<file path="config.mk">
export PLATFORM = sky130hd
export DESIGN_NAME = grid_block_partition_flat
export DESIGN_NICKNAME = d
export VERILOG_FILES = /design/src/rtl/gbp_pkg.sv /design/src/rtl/gbp_if.sv /design/src/rtl/gbp_div.sv /design/src/rtl/gbp_axis.sv /design/src/rtl/grid_block_partition.sv /design/src/flat_wrapper.sv
export SDC_FILE = /design/constraint.sdc
export NUM_CORES = 2
export LEC_CHECK = 0
export BUFFER_PORTS_ARGS = -buffer_cell sky130_fd_sc_hd__buf_2
export CAP_MARGIN = 30
export CELL_PAD_IN_SITES_DETAIL_PLACEMENT = 1
export CELL_PAD_IN_SITES_GLOBAL_PLACEMENT = 2
export CORE_AREA = 3 3 329 298
export DETAILED_ROUTE_END_ITERATION = 6
export DIE_AREA = 0 0 332 301
export MAX_ROUTING_LAYER = met4
export PLACE_DENSITY_LB_ADDON = 0.1
export SLEW_MARGIN = 25
export SYNTH_ARGS = -nofsm -noshare
export SYNTH_HDL_FRONTEND = slang
export SYNTH_SLANG_ARGS = --single-unit
</file>
<file path="constraint.sdc">
create_clock -name clock -period 5.1 [get_ports clock]
set_input_delay 0.255 -clock clock [delete_from_list [all_inputs] [get_ports clock]]
set_output_delay 0.255 -clock clock [all_outputs]
set_load 0.1 [all_outputs]
</file>
<file path="src/rtl/gbp_pkg.sv">
// Shared constants and types for the grid block partition block.
// No dependencies; compiled first.
package gbp_pkg;

   localparam int POINT_BITS_DEF = 16;
   localparam int PROC_BITS_DEF  = 12;
   localparam int LAYER_BITS     = 8;
   localparam int CSR_INDEX_BITS = 3;
   localparam int STATUS_BITS    = 2;

   typedef enum logic [CSR_INDEX_BITS-1:0] {
      CSR_TOTAL_X  = 3'd0,
      CSR_TOTAL_Z  = 3'd1,
      CSR_PROCS_X  = 3'd2,
      CSR_PROCS_Z  = 3'd3,
      CSR_LAYER_XL = 3'd4,
      CSR_LAYER_XH = 3'd5,
      CSR_LAYER_ZL = 3'd6,
      CSR_LAYER_ZH = 3'd7
   } csr_index_type;

   typedef enum logic [STATUS_BITS-1:0] {
      STATUS_OK      = 2'd0,
      STATUS_X_SMALL = 2'd1,
      STATUS_Z_SMALL = 2'd2,
      STATUS_RANGE   = 2'd3
   } status_type;

   typedef struct packed {
      logic s1;
      logic s2;
   } advance_type;

endpackage

</file>
<file path="src/rtl/gbp_if.sv">
// Request and response channel interfaces for the grid block partition block.
// Depends on gbp_pkg for default widths.
interface gbp_req_if #(
   parameter int PROC_BITS = gbp_pkg::PROC_BITS_DEF
) ();
   logic                 valid;
   logic                 ready;
   logic [PROC_BITS-1:0] worker_x;
   logic [PROC_BITS-1:0] worker_z;

   modport source (output valid, output worker_x, output worker_z, input ready);
   modport sink   (input valid, input worker_x, input worker_z, output ready);
endinterface

interface gbp_rsp_if #(
   parameter int POINT_BITS = gbp_pkg::POINT_BITS_DEF
) ();
   logic                         valid;
   logic                         ready;
   logic [POINT_BITS:0]          start_x;
   logic [POINT_BITS:0]          start_z;
   logic [POINT_BITS:0]          count_x;
   logic [POINT_BITS:0]          count_z;
   logic [gbp_pkg::STATUS_BITS-1:0] status;

   modport source (output valid, output start_x, output start_z, output count_x,
                   output count_z, output status, input ready);
   modport sink   (input valid, input start_x, input start_z, input count_x,
                   input count_z, input status, output ready);
endinterface

</file>
<file path="src/rtl/gbp_div.sv">
// Shift-subtract divider, one quotient bit per cycle, for the per-axis
// average block and remainder. Depends on no package items.
module gbp_div #(
   parameter int DVD_W = 17,
   parameter int DVS_W = 13
) (
   input  logic             clock,
   input  logic             reset,
   input  logic             start,
   input  logic [DVD_W-1:0] dividend,
   input  logic [DVS_W-1:0] divisor,
   output logic [DVD_W-1:0] quotient,
   output logic [DVS_W-1:0] remainder,
   output logic             busy
);

   localparam int CNT_W = (DVD_W > 1) ? $clog2(DVD_W) : 1;
   localparam logic [CNT_W-1:0] LAST_STEP = CNT_W'(DVD_W - 1);

   logic             busy_ff, busy_in;
   logic [CNT_W-1:0] cnt_ff, cnt_in;
   logic [DVD_W-1:0] dvd_ff, dvd_in;
   logic [DVS_W-1:0] part_ff, part_in;
   logic [DVS_W-1:0] dvs_ff, dvs_in;
   logic [DVD_W-1:0] quo_ff, quo_in;
   logic [DVS_W-1:0] rem_ff, rem_in;
   logic [DVS_W:0]   trial;
   logic [DVS_W:0]   diff;
   logic             ge;
   logic [DVS_W-1:0] part_step;
   logic [DVD_W-1:0] dvd_step;

   always_comb begin
      trial     = {part_ff, dvd_ff[DVD_W-1]};
      ge        = trial >= {1'b0, dvs_ff};
      diff      = trial - {1'b0, dvs_ff};
      part_step = ge ? diff[DVS_W-1:0] : trial[DVS_W-1:0];
      dvd_step  = {dvd_ff[DVD_W-2:0], ge};

      busy_in = busy_ff;
      cnt_in  = cnt_ff;
      dvd_in  = dvd_ff;
      part_in = part_ff;
      dvs_in  = dvs_ff;
      quo_in  = quo_ff;
      rem_in  = rem_ff;
      if (start) begin
         busy_in = 1'b1;
         cnt_in  = '0;
         dvd_in  = dividend;
         part_in = '0;
         dvs_in  = divisor;
      end else if (busy_ff) begin
         dvd_in  = dvd_step;
         part_in = part_step;
         cnt_in  = cnt_ff + 1'b1;
         if (cnt_ff == LAST_STEP) begin
            busy_in = 1'b0;
            quo_in  = dvd_step;
            rem_in  = part_step;
         end
      end
   end

   always_ff @(posedge clock) begin
      if (reset) begin
         busy_ff <= 1'b0;
         cnt_ff  <= '0;
         quo_ff  <= DVD_W'(1);
         rem_ff  <= '0;
      end else begin
         busy_ff <= busy_in;
         cnt_ff  <= cnt_in;
         quo_ff  <= quo_in;
         rem_ff  <= rem_in;
      end
   end

   always_ff @(posedge clock) begin
      dvd_ff  <= dvd_in;
      part_ff <= part_in;
      dvs_ff  <= dvs_in;
   end

   assign quotient  = quo_ff;
   assign remainder = rem_ff;
   assign busy      = busy_ff;

endmodule

</file>
<file path="src/rtl/gbp_axis.sv">
// Two pipeline stages of the per-axis split: multiply and checks, then
// start and count. Depends on gbp_pkg for the stage advance struct.
module gbp_axis #(
   parameter int POINT_BITS = gbp_pkg::POINT_BITS_DEF,
   parameter int PROC_BITS  = gbp_pkg::PROC_BITS_DEF,
   parameter int AVG_W      = POINT_BITS + 1
) (
   input  logic                          clock,
   input  gbp_pkg::advance_type          adv,
   input  logic [PROC_BITS-1:0]          idx,
   input  logic [PROC_BITS:0]            procs,
   input  logic [AVG_W-1:0]              avg,
   input  logic [PROC_BITS:0]            rem,
   input  logic [gbp_pkg::LAYER_BITS-1:0] lo,
   input  logic [gbp_pkg::LAYER_BITS-1:0] hi,
   output logic [POINT_BITS:0]           start,
   output logic [POINT_BITS:0]           count,
   output logic                          oob,
   output logic                          undersize
);

   localparam int OUT_W = POINT_BITS + 1;

   logic             oob1_ff, oob1_in;
   logic             small1_ff, small1_in;
   logic             first1_ff, first1_in;
   logic             lt1_ff, lt1_in;
   logic [OUT_W-1:0] prod1_ff, prod1_in;
   logic [OUT_W-1:0] base1_ff, base1_in;
   logic [OUT_W-1:0] minr1_ff, minr1_in;
   logic [gbp_pkg::LAYER_BITS-1:0] lo1_ff, lo1_in;
   logic             oob2_ff, oob2_in;
   logic             small2_ff, small2_in;
   logic [OUT_W-1:0] start2_ff, start2_in;
   logic [OUT_W-1:0] count2_ff, count2_in;
   logic [PROC_BITS:0] idx_ext;
   logic             last;
   logic [OUT_W-1:0] start_base;

   always_comb begin
      idx_ext   = {1'b0, idx};
      last      = (idx_ext + 1'b1) == procs;
      oob1_in   = idx_ext >= procs;
      small1_in = (avg <= AVG_W'(lo)) || (avg <= AVG_W'(hi));
      first1_in = idx == '0;
      lt1_in    = idx_ext < rem;
      prod1_in  = OUT_W'(idx * avg);
      minr1_in  = lt1_in ? OUT_W'(idx_ext) : OUT_W'(rem);
      base1_in  = OUT_W'(avg) - (first1_in ? OUT_W'(lo) : '0) - (last ? OUT_W'(hi) : '0);
      lo1_in    = lo;
   end

   always_comb begin
      start_base = first1_ff ? '0 : (prod1_ff - OUT_W'(lo1_ff));
      start2_in  = start_base + minr1_ff;
      count2_in  = base1_ff + OUT_W'(lt1_ff);
      oob2_in    = oob1_ff;
      small2_in  = small1_ff;
   end

   always_ff @(posedge clock) begin
      if (adv.s1) begin
         oob1_ff   <= oob1_in;
         small1_ff <= small1_in;
         first1_ff <= first1_in;
         lt1_ff    <= lt1_in;
         prod1_ff  <= prod1_in;
         base1_ff  <= base1_in;
         minr1_ff  <= minr1_in;
         lo1_ff    <= lo1_in;
      end
      if (adv.s2) begin
         oob2_ff   <= oob2_in;
         small2_ff <= small2_in;
         start2_ff <= start2_in;
         count2_ff <= count2_in;
      end
   end

   assign start     = start2_ff;
   assign count     = count2_ff;
   assign oob       = oob2_ff;
   assign undersize = small2_ff;

endmodule

</file>
<file path="src/rtl/grid_block_partition.sv">
// Block partition of a 2-D worker grid: for a worker position it returns the
// first global index and point count along x and z, with the axis totals
// extended by the absorbing layers, the remainder given to the first workers
// and the layer points taken from the end workers. One request transaction
// is taken per cycle and its response passes in turn through the
// multiply/checks, start/count and output registers; response backpressure
// stalls all stages without loss. After reset the block is ready at once.
// After each csr write req_chan.ready stays low while two shift-subtract
// dividers, one quotient bit a cycle, recompute the average block and
// remainder of each axis.
// Depends on gbp_pkg, gbp_if, gbp_div and gbp_axis.
module grid_block_partition #(
   parameter int POINT_BITS = gbp_pkg::POINT_BITS_DEF,
   parameter int PROC_BITS  = gbp_pkg::PROC_BITS_DEF
) (
   input  logic                                clock,
   input  logic                                reset,
   gbp_req_if.sink                             req_chan,
   gbp_rsp_if.source                           rsp_chan,
   input  logic                                csr_we,
   input  logic [gbp_pkg::CSR_INDEX_BITS-1:0]  csr_index,
   input  logic [((POINT_BITS > PROC_BITS + 1) ? POINT_BITS : PROC_BITS + 1)-1:0] csr_data
);

   localparam int LB    = gbp_pkg::LAYER_BITS;
   localparam int OUT_W = POINT_BITS + 1;
   localparam int PR_W  = PROC_BITS + 1;
   localparam int AVG_W = ((POINT_BITS > LB + 1) ? POINT_BITS : LB + 1) + 1;

   logic [POINT_BITS-1:0] total_x_ff, total_x_in, total_z_ff, total_z_in;
   logic [PR_W-1:0]       procs_x_ff, procs_x_in, procs_z_ff, procs_z_in;
   logic [LB-1:0]         lxl_ff, lxl_in, lxh_ff, lxh_in, lzl_ff, lzl_in, lzh_ff, lzh_in;
   logic                  start_ff;
   logic [AVG_W-1:0]      ext_x, ext_z, avg_x, avg_z;
   logic [PR_W-1:0]       rem_x, rem_z;
   logic                  busy_x, busy_z;

   logic                  v1_ff, v1_in, v2_ff, v2_in, v3_ff, v3_in;
   logic                  en1, en2, en3;
   gbp_pkg::advance_type  adv;

   logic [OUT_W-1:0]      start_x, start_z, count_x, count_z;
   logic                  oob_x, oob_z, small_x, small_z;
   gbp_pkg::status_type   status_in, status_ff;
   logic [OUT_W-1:0]      sx_in, sx_ff, sz_in, sz_ff, cx_in, cx_ff, cz_in, cz_ff;

   always_comb begin
      total_x_in = total_x_ff;
      total_z_in = total_z_ff;
      procs_x_in = procs_x_ff;
      procs_z_in = procs_z_ff;
      lxl_in     = lxl_ff;
      lxh_in     = lxh_ff;
      lzl_in     = lzl_ff;
      lzh_in     = lzh_ff;
      if (csr_we) begin
         case (gbp_pkg::csr_index_type'(csr_index))
            gbp_pkg::CSR_TOTAL_X:  total_x_in = csr_data[POINT_BITS-1:0];
            gbp_pkg::CSR_TOTAL_Z:  total_z_in = csr_data[POINT_BITS-1:0];
            gbp_pkg::CSR_PROCS_X:  procs_x_in = csr_data[PR_W-1:0];
            gbp_pkg::CSR_PROCS_Z:  procs_z_in = csr_data[PR_W-1:0];
            gbp_pkg::CSR_LAYER_XL: lxl_in     = csr_data[LB-1:0];
            gbp_pkg::CSR_LAYER_XH: lxh_in     = csr_data[LB-1:0];
            gbp_pkg::CSR_LAYER_ZL: lzl_in     = csr_data[LB-1:0];
            gbp_pkg::CSR_LAYER_ZH: lzh_in     = csr_data[LB-1:0];
            default: ;
         endcase
      end
   end

   always_ff @(posedge clock) begin
      if (reset) begin
         total_x_ff <= POINT_BITS'(1);
         total_z_ff <= POINT_BITS'(1);
         procs_x_ff <= PR_W'(1);
         procs_z_ff <= PR_W'(1);
         lxl_ff     <= '0;
         lxh_ff     <= '0;
         lzl_ff     <= '0;
         lzh_ff     <= '0;
         start_ff   <= 1'b0;
      end else begin
         total_x_ff <= total_x_in;
         total_z_ff <= total_z_in;
         procs_x_ff <= procs_x_in;
         procs_z_ff <= procs_z_in;
         lxl_ff     <= lxl_in;
         lxh_ff     <= lxh_in;
         lzl_ff     <= lzl_in;
         lzh_ff     <= lzh_in;
         start_ff   <= csr_we;
      end
   end

   assign ext_x = AVG_W'(total_x_ff) + AVG_W'(lxl_ff) + AVG_W'(lxh_ff);
   assign ext_z = AVG_W'(total_z_ff) + AVG_W'(lzl_ff) + AVG_W'(lzh_ff);

   gbp_div #(.DVD_W(AVG_W), .DVS_W(PR_W)) u_div_x (
      .clock     (clock),
      .reset     (reset),
      .start     (start_ff),
      .dividend  (ext_x),
      .divisor   (procs_x_ff),
      .quotient  (avg_x),
      .remainder (rem_x),
      .busy      (busy_x)
   );

   gbp_div #(.DVD_W(AVG_W), .DVS_W(PR_W)) u_div_z (
      .clock     (clock),
      .reset     (reset),
      .start     (start_ff),
      .dividend  (ext_z),
      .divisor   (procs_z_ff),
      .quotient  (avg_z),
      .remainder (rem_z),
      .busy      (busy_z)
   );

   // advance a stage when it is empty or its contents move on
   assign en3    = !v3_ff || rsp_chan.ready;
   assign en2    = !v2_ff || en3;
   assign en1    = !v1_ff || en2;
   assign adv.s1 = en1;
   assign adv.s2 = en2;

   assign req_chan.ready = en1 && !csr_we && !start_ff && !busy_x && !busy_z;

   always_comb begin
      v1_in = en1 ? (req_chan.valid && req_chan.ready) : v1_ff;
      v2_in = en2 ? v1_ff : v2_ff;
      v3_in = en3 ? v2_ff : v3_ff;
   end

   always_ff @(posedge clock) begin
      if (reset) begin
         v1_ff <= 1'b0;
         v2_ff <= 1'b0;
         v3_ff <= 1'b0;
      end else begin
         v1_ff <= v1_in;
         v2_ff <= v2_in;
         v3_ff <= v3_in;
      end
   end

   gbp_axis #(.POINT_BITS(POINT_BITS), .PROC_BITS(PROC_BITS), .AVG_W(AVG_W)) u_axis_x (
      .clock     (clock),
      .adv       (adv),
      .idx       (req_chan.worker_x),
      .procs     (procs_x_ff),
      .avg       (avg_x),
      .rem       (rem_x),
      .lo        (lxl_ff),
      .hi        (lxh_ff),
      .start     (start_x),
      .count     (count_x),
      .oob       (oob_x),
      .undersize (small_x)
   );

   gbp_axis #(.POINT_BITS(POINT_BITS), .PROC_BITS(PROC_BITS), .AVG_W(AVG_W)) u_axis_z (
      .clock     (clock),
      .adv       (adv),
      .idx       (req_chan.worker_z),
      .procs     (procs_z_ff),
      .avg       (avg_z),
      .rem       (rem_z),
      .lo        (lzl_ff),
      .hi        (lzh_ff),
      .start     (start_z),
      .count     (count_z),
      .oob       (oob_z),
      .undersize (small_z)
   );

   always_comb begin
      if (oob_x || oob_z) begin
         status_in = gbp_pkg::STATUS_RANGE;
      end else if (small_x) begin
         status_in = gbp_pkg::STATUS_X_SMALL;
      end else if (small_z) begin
         status_in = gbp_pkg::STATUS_Z_SMALL;
      end else begin
         status_in = gbp_pkg::STATUS_OK;
      end
      if (status_in == gbp_pkg::STATUS_OK) begin
         sx_in = start_x;
         sz_in = start_z;
         cx_in = count_x;
         cz_in = count_z;
      end else begin
         sx_in = '0;
         sz_in = '0;
         cx_in = '0;
         cz_in = '0;
      end
   end

   always_ff @(posedge clock) begin
      if (en3) begin
         status_ff <= status_in;
         sx_ff     <= sx_in;
         sz_ff     <= sz_in;
         cx_ff     <= cx_in;
         cz_ff     <= cz_in;
      end
   end

   assign rsp_chan.valid   = v3_ff;
   assign rsp_chan.start_x = sx_ff;
   assign rsp_chan.start_z = sz_ff;
   assign rsp_chan.count_x = cx_ff;
   assign rsp_chan.count_z = cz_ff;
   assign rsp_chan.status  = status_ff;

endmodule
</file>
<file path="src/flat_wrapper.sv">
// flat-port wrapper written by rule: the top's interface ports become plain ports
module grid_block_partition_flat 
#(
   parameter int POINT_BITS = gbp_pkg::POINT_BITS_DEF,
   parameter int PROC_BITS  = gbp_pkg::PROC_BITS_DEF
)
  (clock, reset, csr_we, csr_index, csr_data, req_chan_valid, req_chan_worker_x, req_chan_worker_z, req_chan_ready, rsp_chan_valid, rsp_chan_start_x, rsp_chan_start_z, rsp_chan_count_x, rsp_chan_count_z, rsp_chan_status, rsp_chan_ready);
  gbp_req_if #(.PROC_BITS(PROC_BITS)) req_chan_i ();
  gbp_rsp_if #(.POINT_BITS(POINT_BITS)) rsp_chan_i ();
  input  logic clock;
  input  logic reset;
  input  logic csr_we;
  input  logic [gbp_pkg::CSR_INDEX_BITS-1:0] csr_index;
  input  logic [((POINT_BITS > PROC_BITS + 1) ? POINT_BITS : PROC_BITS + 1)-1:0] csr_data;
  input wire logic [$bits(req_chan_i.valid)-1:0] req_chan_valid;
  input wire logic [$bits(req_chan_i.worker_x)-1:0] req_chan_worker_x;
  input wire logic [$bits(req_chan_i.worker_z)-1:0] req_chan_worker_z;
  output wire logic [$bits(req_chan_i.ready)-1:0] req_chan_ready;
  output wire logic [$bits(rsp_chan_i.valid)-1:0] rsp_chan_valid;
  output wire logic [$bits(rsp_chan_i.start_x)-1:0] rsp_chan_start_x;
  output wire logic [$bits(rsp_chan_i.start_z)-1:0] rsp_chan_start_z;
  output wire logic [$bits(rsp_chan_i.count_x)-1:0] rsp_chan_count_x;
  output wire logic [$bits(rsp_chan_i.count_z)-1:0] rsp_chan_count_z;
  output wire logic [$bits(rsp_chan_i.status)-1:0] rsp_chan_status;
  input wire logic [$bits(rsp_chan_i.ready)-1:0] rsp_chan_ready;
  assign req_chan_i.valid = req_chan_valid;
  assign req_chan_i.worker_x = req_chan_worker_x;
  assign req_chan_i.worker_z = req_chan_worker_z;
  assign req_chan_ready = req_chan_i.ready;
  assign rsp_chan_valid = rsp_chan_i.valid;
  assign rsp_chan_start_x = rsp_chan_i.start_x;
  assign rsp_chan_start_z = rsp_chan_i.start_z;
  assign rsp_chan_count_x = rsp_chan_i.count_x;
  assign rsp_chan_count_z = rsp_chan_i.count_z;
  assign rsp_chan_status = rsp_chan_i.status;
  assign rsp_chan_i.ready = rsp_chan_ready;
  grid_block_partition #(.POINT_BITS(POINT_BITS), .PROC_BITS(PROC_BITS)) u_core (.clock(clock), .reset(reset), .req_chan(req_chan_i), .rsp_chan(rsp_chan_i), .csr_we(csr_we), .csr_index(csr_index), .csr_data(csr_data));
endmodule
</file>
==> metrics.txt <==
I/O pin count=120; RePlAce Congestion=0.849; grt met2 use=0.319; Initial DRC Count=1,500; GR Overflow Total=0; Worst Setup Start Kind=flop; CP max-delay cell=fa_1; CTS H-tree lvls=2; clock root buffer=clkbuf_16; number of synthesized flops with an enable pin=320; Total GRT Usage=0.214; FF+latch area=13,500 sq um; Detailed Route WL=104,000 um; P_leak=16.9 nW; worst r2r dst=u_core.u_axis_x.prod1_ff[15]$_DFFE_PN_; outcome=finished, final reports clean; worst slew pin tran=897 ps; Hold Vio Cnt, Final=0; Slew Limit Fails=0; Core Util, Final=0.421; Avg Cell Area, Syn=9.62 sq um; Seq pwr share=0.442; Die ar.=99,900 sq um; prevailing post-synth register cell=edfxtp_1; fin cells=5,120; ys async rst share=0; total internal power=7.82 mW; Clock Path Buffers=3; initial antenna violation count=4; post-synthesis register bit count=512; first-pass GRT wire length=162,000 um; CORE AREA=94,800 sq um; Clock Sinks=512; count leader, synth=nand2_1; CP max FO=6; multi-input logic area=19,300 sq um; fin area=39,900 sq um; Post-Place Cell Area=37,700 sq um; hold wc startpoint=req_chan_worker_z[0]; # DRC=0; vias in the first global route=27,500; part of the total power dissipated in the clock network=0.393; routing usage on met1=0.310; final worst slack=242 ps; most used routing layer=met2; hold path depth=3; Fin Hold WS=107 ps; Placed Cells=4,989; sequential share of the synthesized area=0.385; Row Count=107; fmax=206 MHz; Mapped Cells=3,634; Buffers on Ports=119; maxcap violations=0; slew margin rel.=0.402; most frequent CP cell=fa_1; drt first pass iters=5; Die Y=301 um; switching share of power=0.276; grt met3 use=0.0328; Initial Util=0.369; Psw=2.98 mW; ANT nets after route=0; dpl ws=-242 ps; final period demand of the worst path=4860 ps; area delta synth->final=14.2%; Critical Path RT=5470 ps; Clk pin slew, worst setup/hold paths=70 ps; Max stage delay on crit path=630 ps; Synth Cell Area=35,000 sq um; Synth cell types=70; crit end category=flop; internal reg-to-reg setup slack=240 ps; Comb pwr share=0.165; Via-to-Cell Ratio=5.02; commonest cells in the netlist=555 x nand2_1, 461 x inv_1, 320 x edfxtp_1, 264 x ha_1, 247 x a21oi_1; CP Cell Sequence=buf_4 -> and2_1 -> fa_1 -> inv_1 -> fa_1 -> inv_1 -> fa_1 -> fa_1 -> inv_1 -> fa_1 -> inv_1 -> ha_2 -> or3_1 -> o21ai_0 -> a21oi_1 -> xor2_1; FF-to-FF Start=u_core.u_div_x.quotient[4]$_SDFFE_PP0P_; largest net degree at the start of global routing=78; CTS buffer count=57; Worst EP arrival=5230 ps; Die Span X=332 um; worst vdd ir=0.262 mV; synth top area cells=edfxtp_1 27%, fa_1 12%, dfxtp_1 11%; clock latency on the worst-skew pair=640 ps; synth warn=0; R2R depth=16; Filler cells=10,700; PwrDens=270 nW/um^2; Synth top area share=0.275; share of layout cells above drive strength 1=0.109; CTS tree=done; Final nets=4,347; period utilisation layout=0.953; area leader, netlist=edfxtp_1; detailed-route via count=25,700; Avg WL per Cell=20.3 um; Hold Crit Class=input pin to flop; Hold Path End=u_core.u_axis_z.prod1_ff[0]$_DFFE_PN_; final setup fails=0; kind of critical path=flop to flop; post-DP HPWL=81,200 um; clk_skew=35.7 ps
## critical path: cells and delay by family (launching register included)
kind,cells,cell delay [ps]
simple gates,2,500
buf+inv,5,420
fa+ha+maj,6,3020
flops,1,360
xor+xnor,1,150
compound gates,2,150
## power groups by stage
| stage | clock (mW) | combinational, mW | sequential, mW |
|---|---|---|---|
| after floorplan | 0 | 1.14 | 4.94 |
| after global placement | 0 | 1.72 | 4.86 |
| after detailed placement | 0 | 1.77 | 4.87 |
| after CTS | 4.39 | 1.79 | 4.78 |
| after global routing | 4.55 | 1.98 | 4.80 |
| final | 4.24 | 1.78 | 4.78 |
## what timing repair did
action | in CTS | in global routing
resized for setup | 0 | 34
endpoints found under the hold margin | 77 | 0
buffers inserted | 0 | 2
hold buffers | 18 | 0
setup endpoints to repair | 0 | 19
## final cells by class
class / instances / area share
well taps: 1253 / 0.0393
repair buffers: 267 / 0.0468
multi-input cells: 2513 / 0.484
flip-flops and latches: 512 / 0.338
clock inverters: 22 / 0.00661
diodes: 4 / 0.000251
inverters: 466 / 0.0438
clock buffers: 83 / 0.0418
## how the worst max path moves through the flow
stage | start | to | slack, ps
2_1_floorplan | req_chan_worker_z[0] | u_core.u_axis_z.base1_ff[10]$_DFFE_PN_ | 40
3_3_place_gp | req_chan_worker_x[0] | u_core.u_axis_x.base1_ff[16]$_DFFE_PN_ | -150
3_5_place_dp | req_chan_worker_x[0] | u_core.u_axis_x.base1_ff[14]$_DFFE_PN_ | -240
4_1_cts | u_core.u_div_z.quotient[5]$_SDFFE_PP0P_ | u_core.u_axis_z.prod1_ff[16]$_DFFE_PN_ | 3
5_1_grt | u_core.procs_z_ff[0]$_SDFFE_PP1P_ | u_core.u_axis_z.base1_ff[14]$_DFFE_PN_ | -20
6_report | u_core.u_div_x.quotient[4]$_SDFFE_PP0P_ | u_core.u_axis_x.prod1_ff[15]$_DFFE_PN_ | 240
## per-layer routing
metal | wire (um) | up-vias
li1 | - | 12400
met1 | 53200 | 12800
met2 | 44400 | 411
met3 | 4470 | 111
met4 | 1830 | 0
met5 | 0 | -
## cells by family (layout without fill, tap and decap cells)
group	Yosys count	in the layout	synth area share
XOR/XNOR	247	247	0.0619
buffers and inverters	610	838	0.0658
multiplexers	60	60	0.0186
adder cells (fa/ha/maj)	482	482	0.219
other	1	6	0.000107
AND/OR/NAND/NOR	1170	1170	0.154
flip-flops	512	512	0.385
AO/OA/AOI/OAI	552	552	0.0958
## cell usage in the layout, fill, tap and decap left out, drive strengths merged, types with 69 or more instances in the layout
| cell type | n |
|---|---|
| xor2 | 69 |
| dfxtp | 192 |
| inv | 465 |
| clkbuf | 83 |
| buf | 249 |
| a21oi | 248 |
| edfxtp | 320 |
| ha | 264 |
| nand2 | 555 |
| o21ai | 84 |
| and2 | 165 |
| nor2 | 204 |
| fa | 218 |
| xnor2 | 178 |
## per-stage QoR
step / power (mW) / setup TNS [ps]
6_report: 10.8 / 0
3_3_place_gp: 6.58 / -790
5_1_grt: 11.3 / -19.1
3_5_place_dp: 6.64 / -1820
4_1_cts: 11.0 / 0
2_1_floorplan: 6.08 / 0
Note: power is estimated with default switching activity, not from simulation.
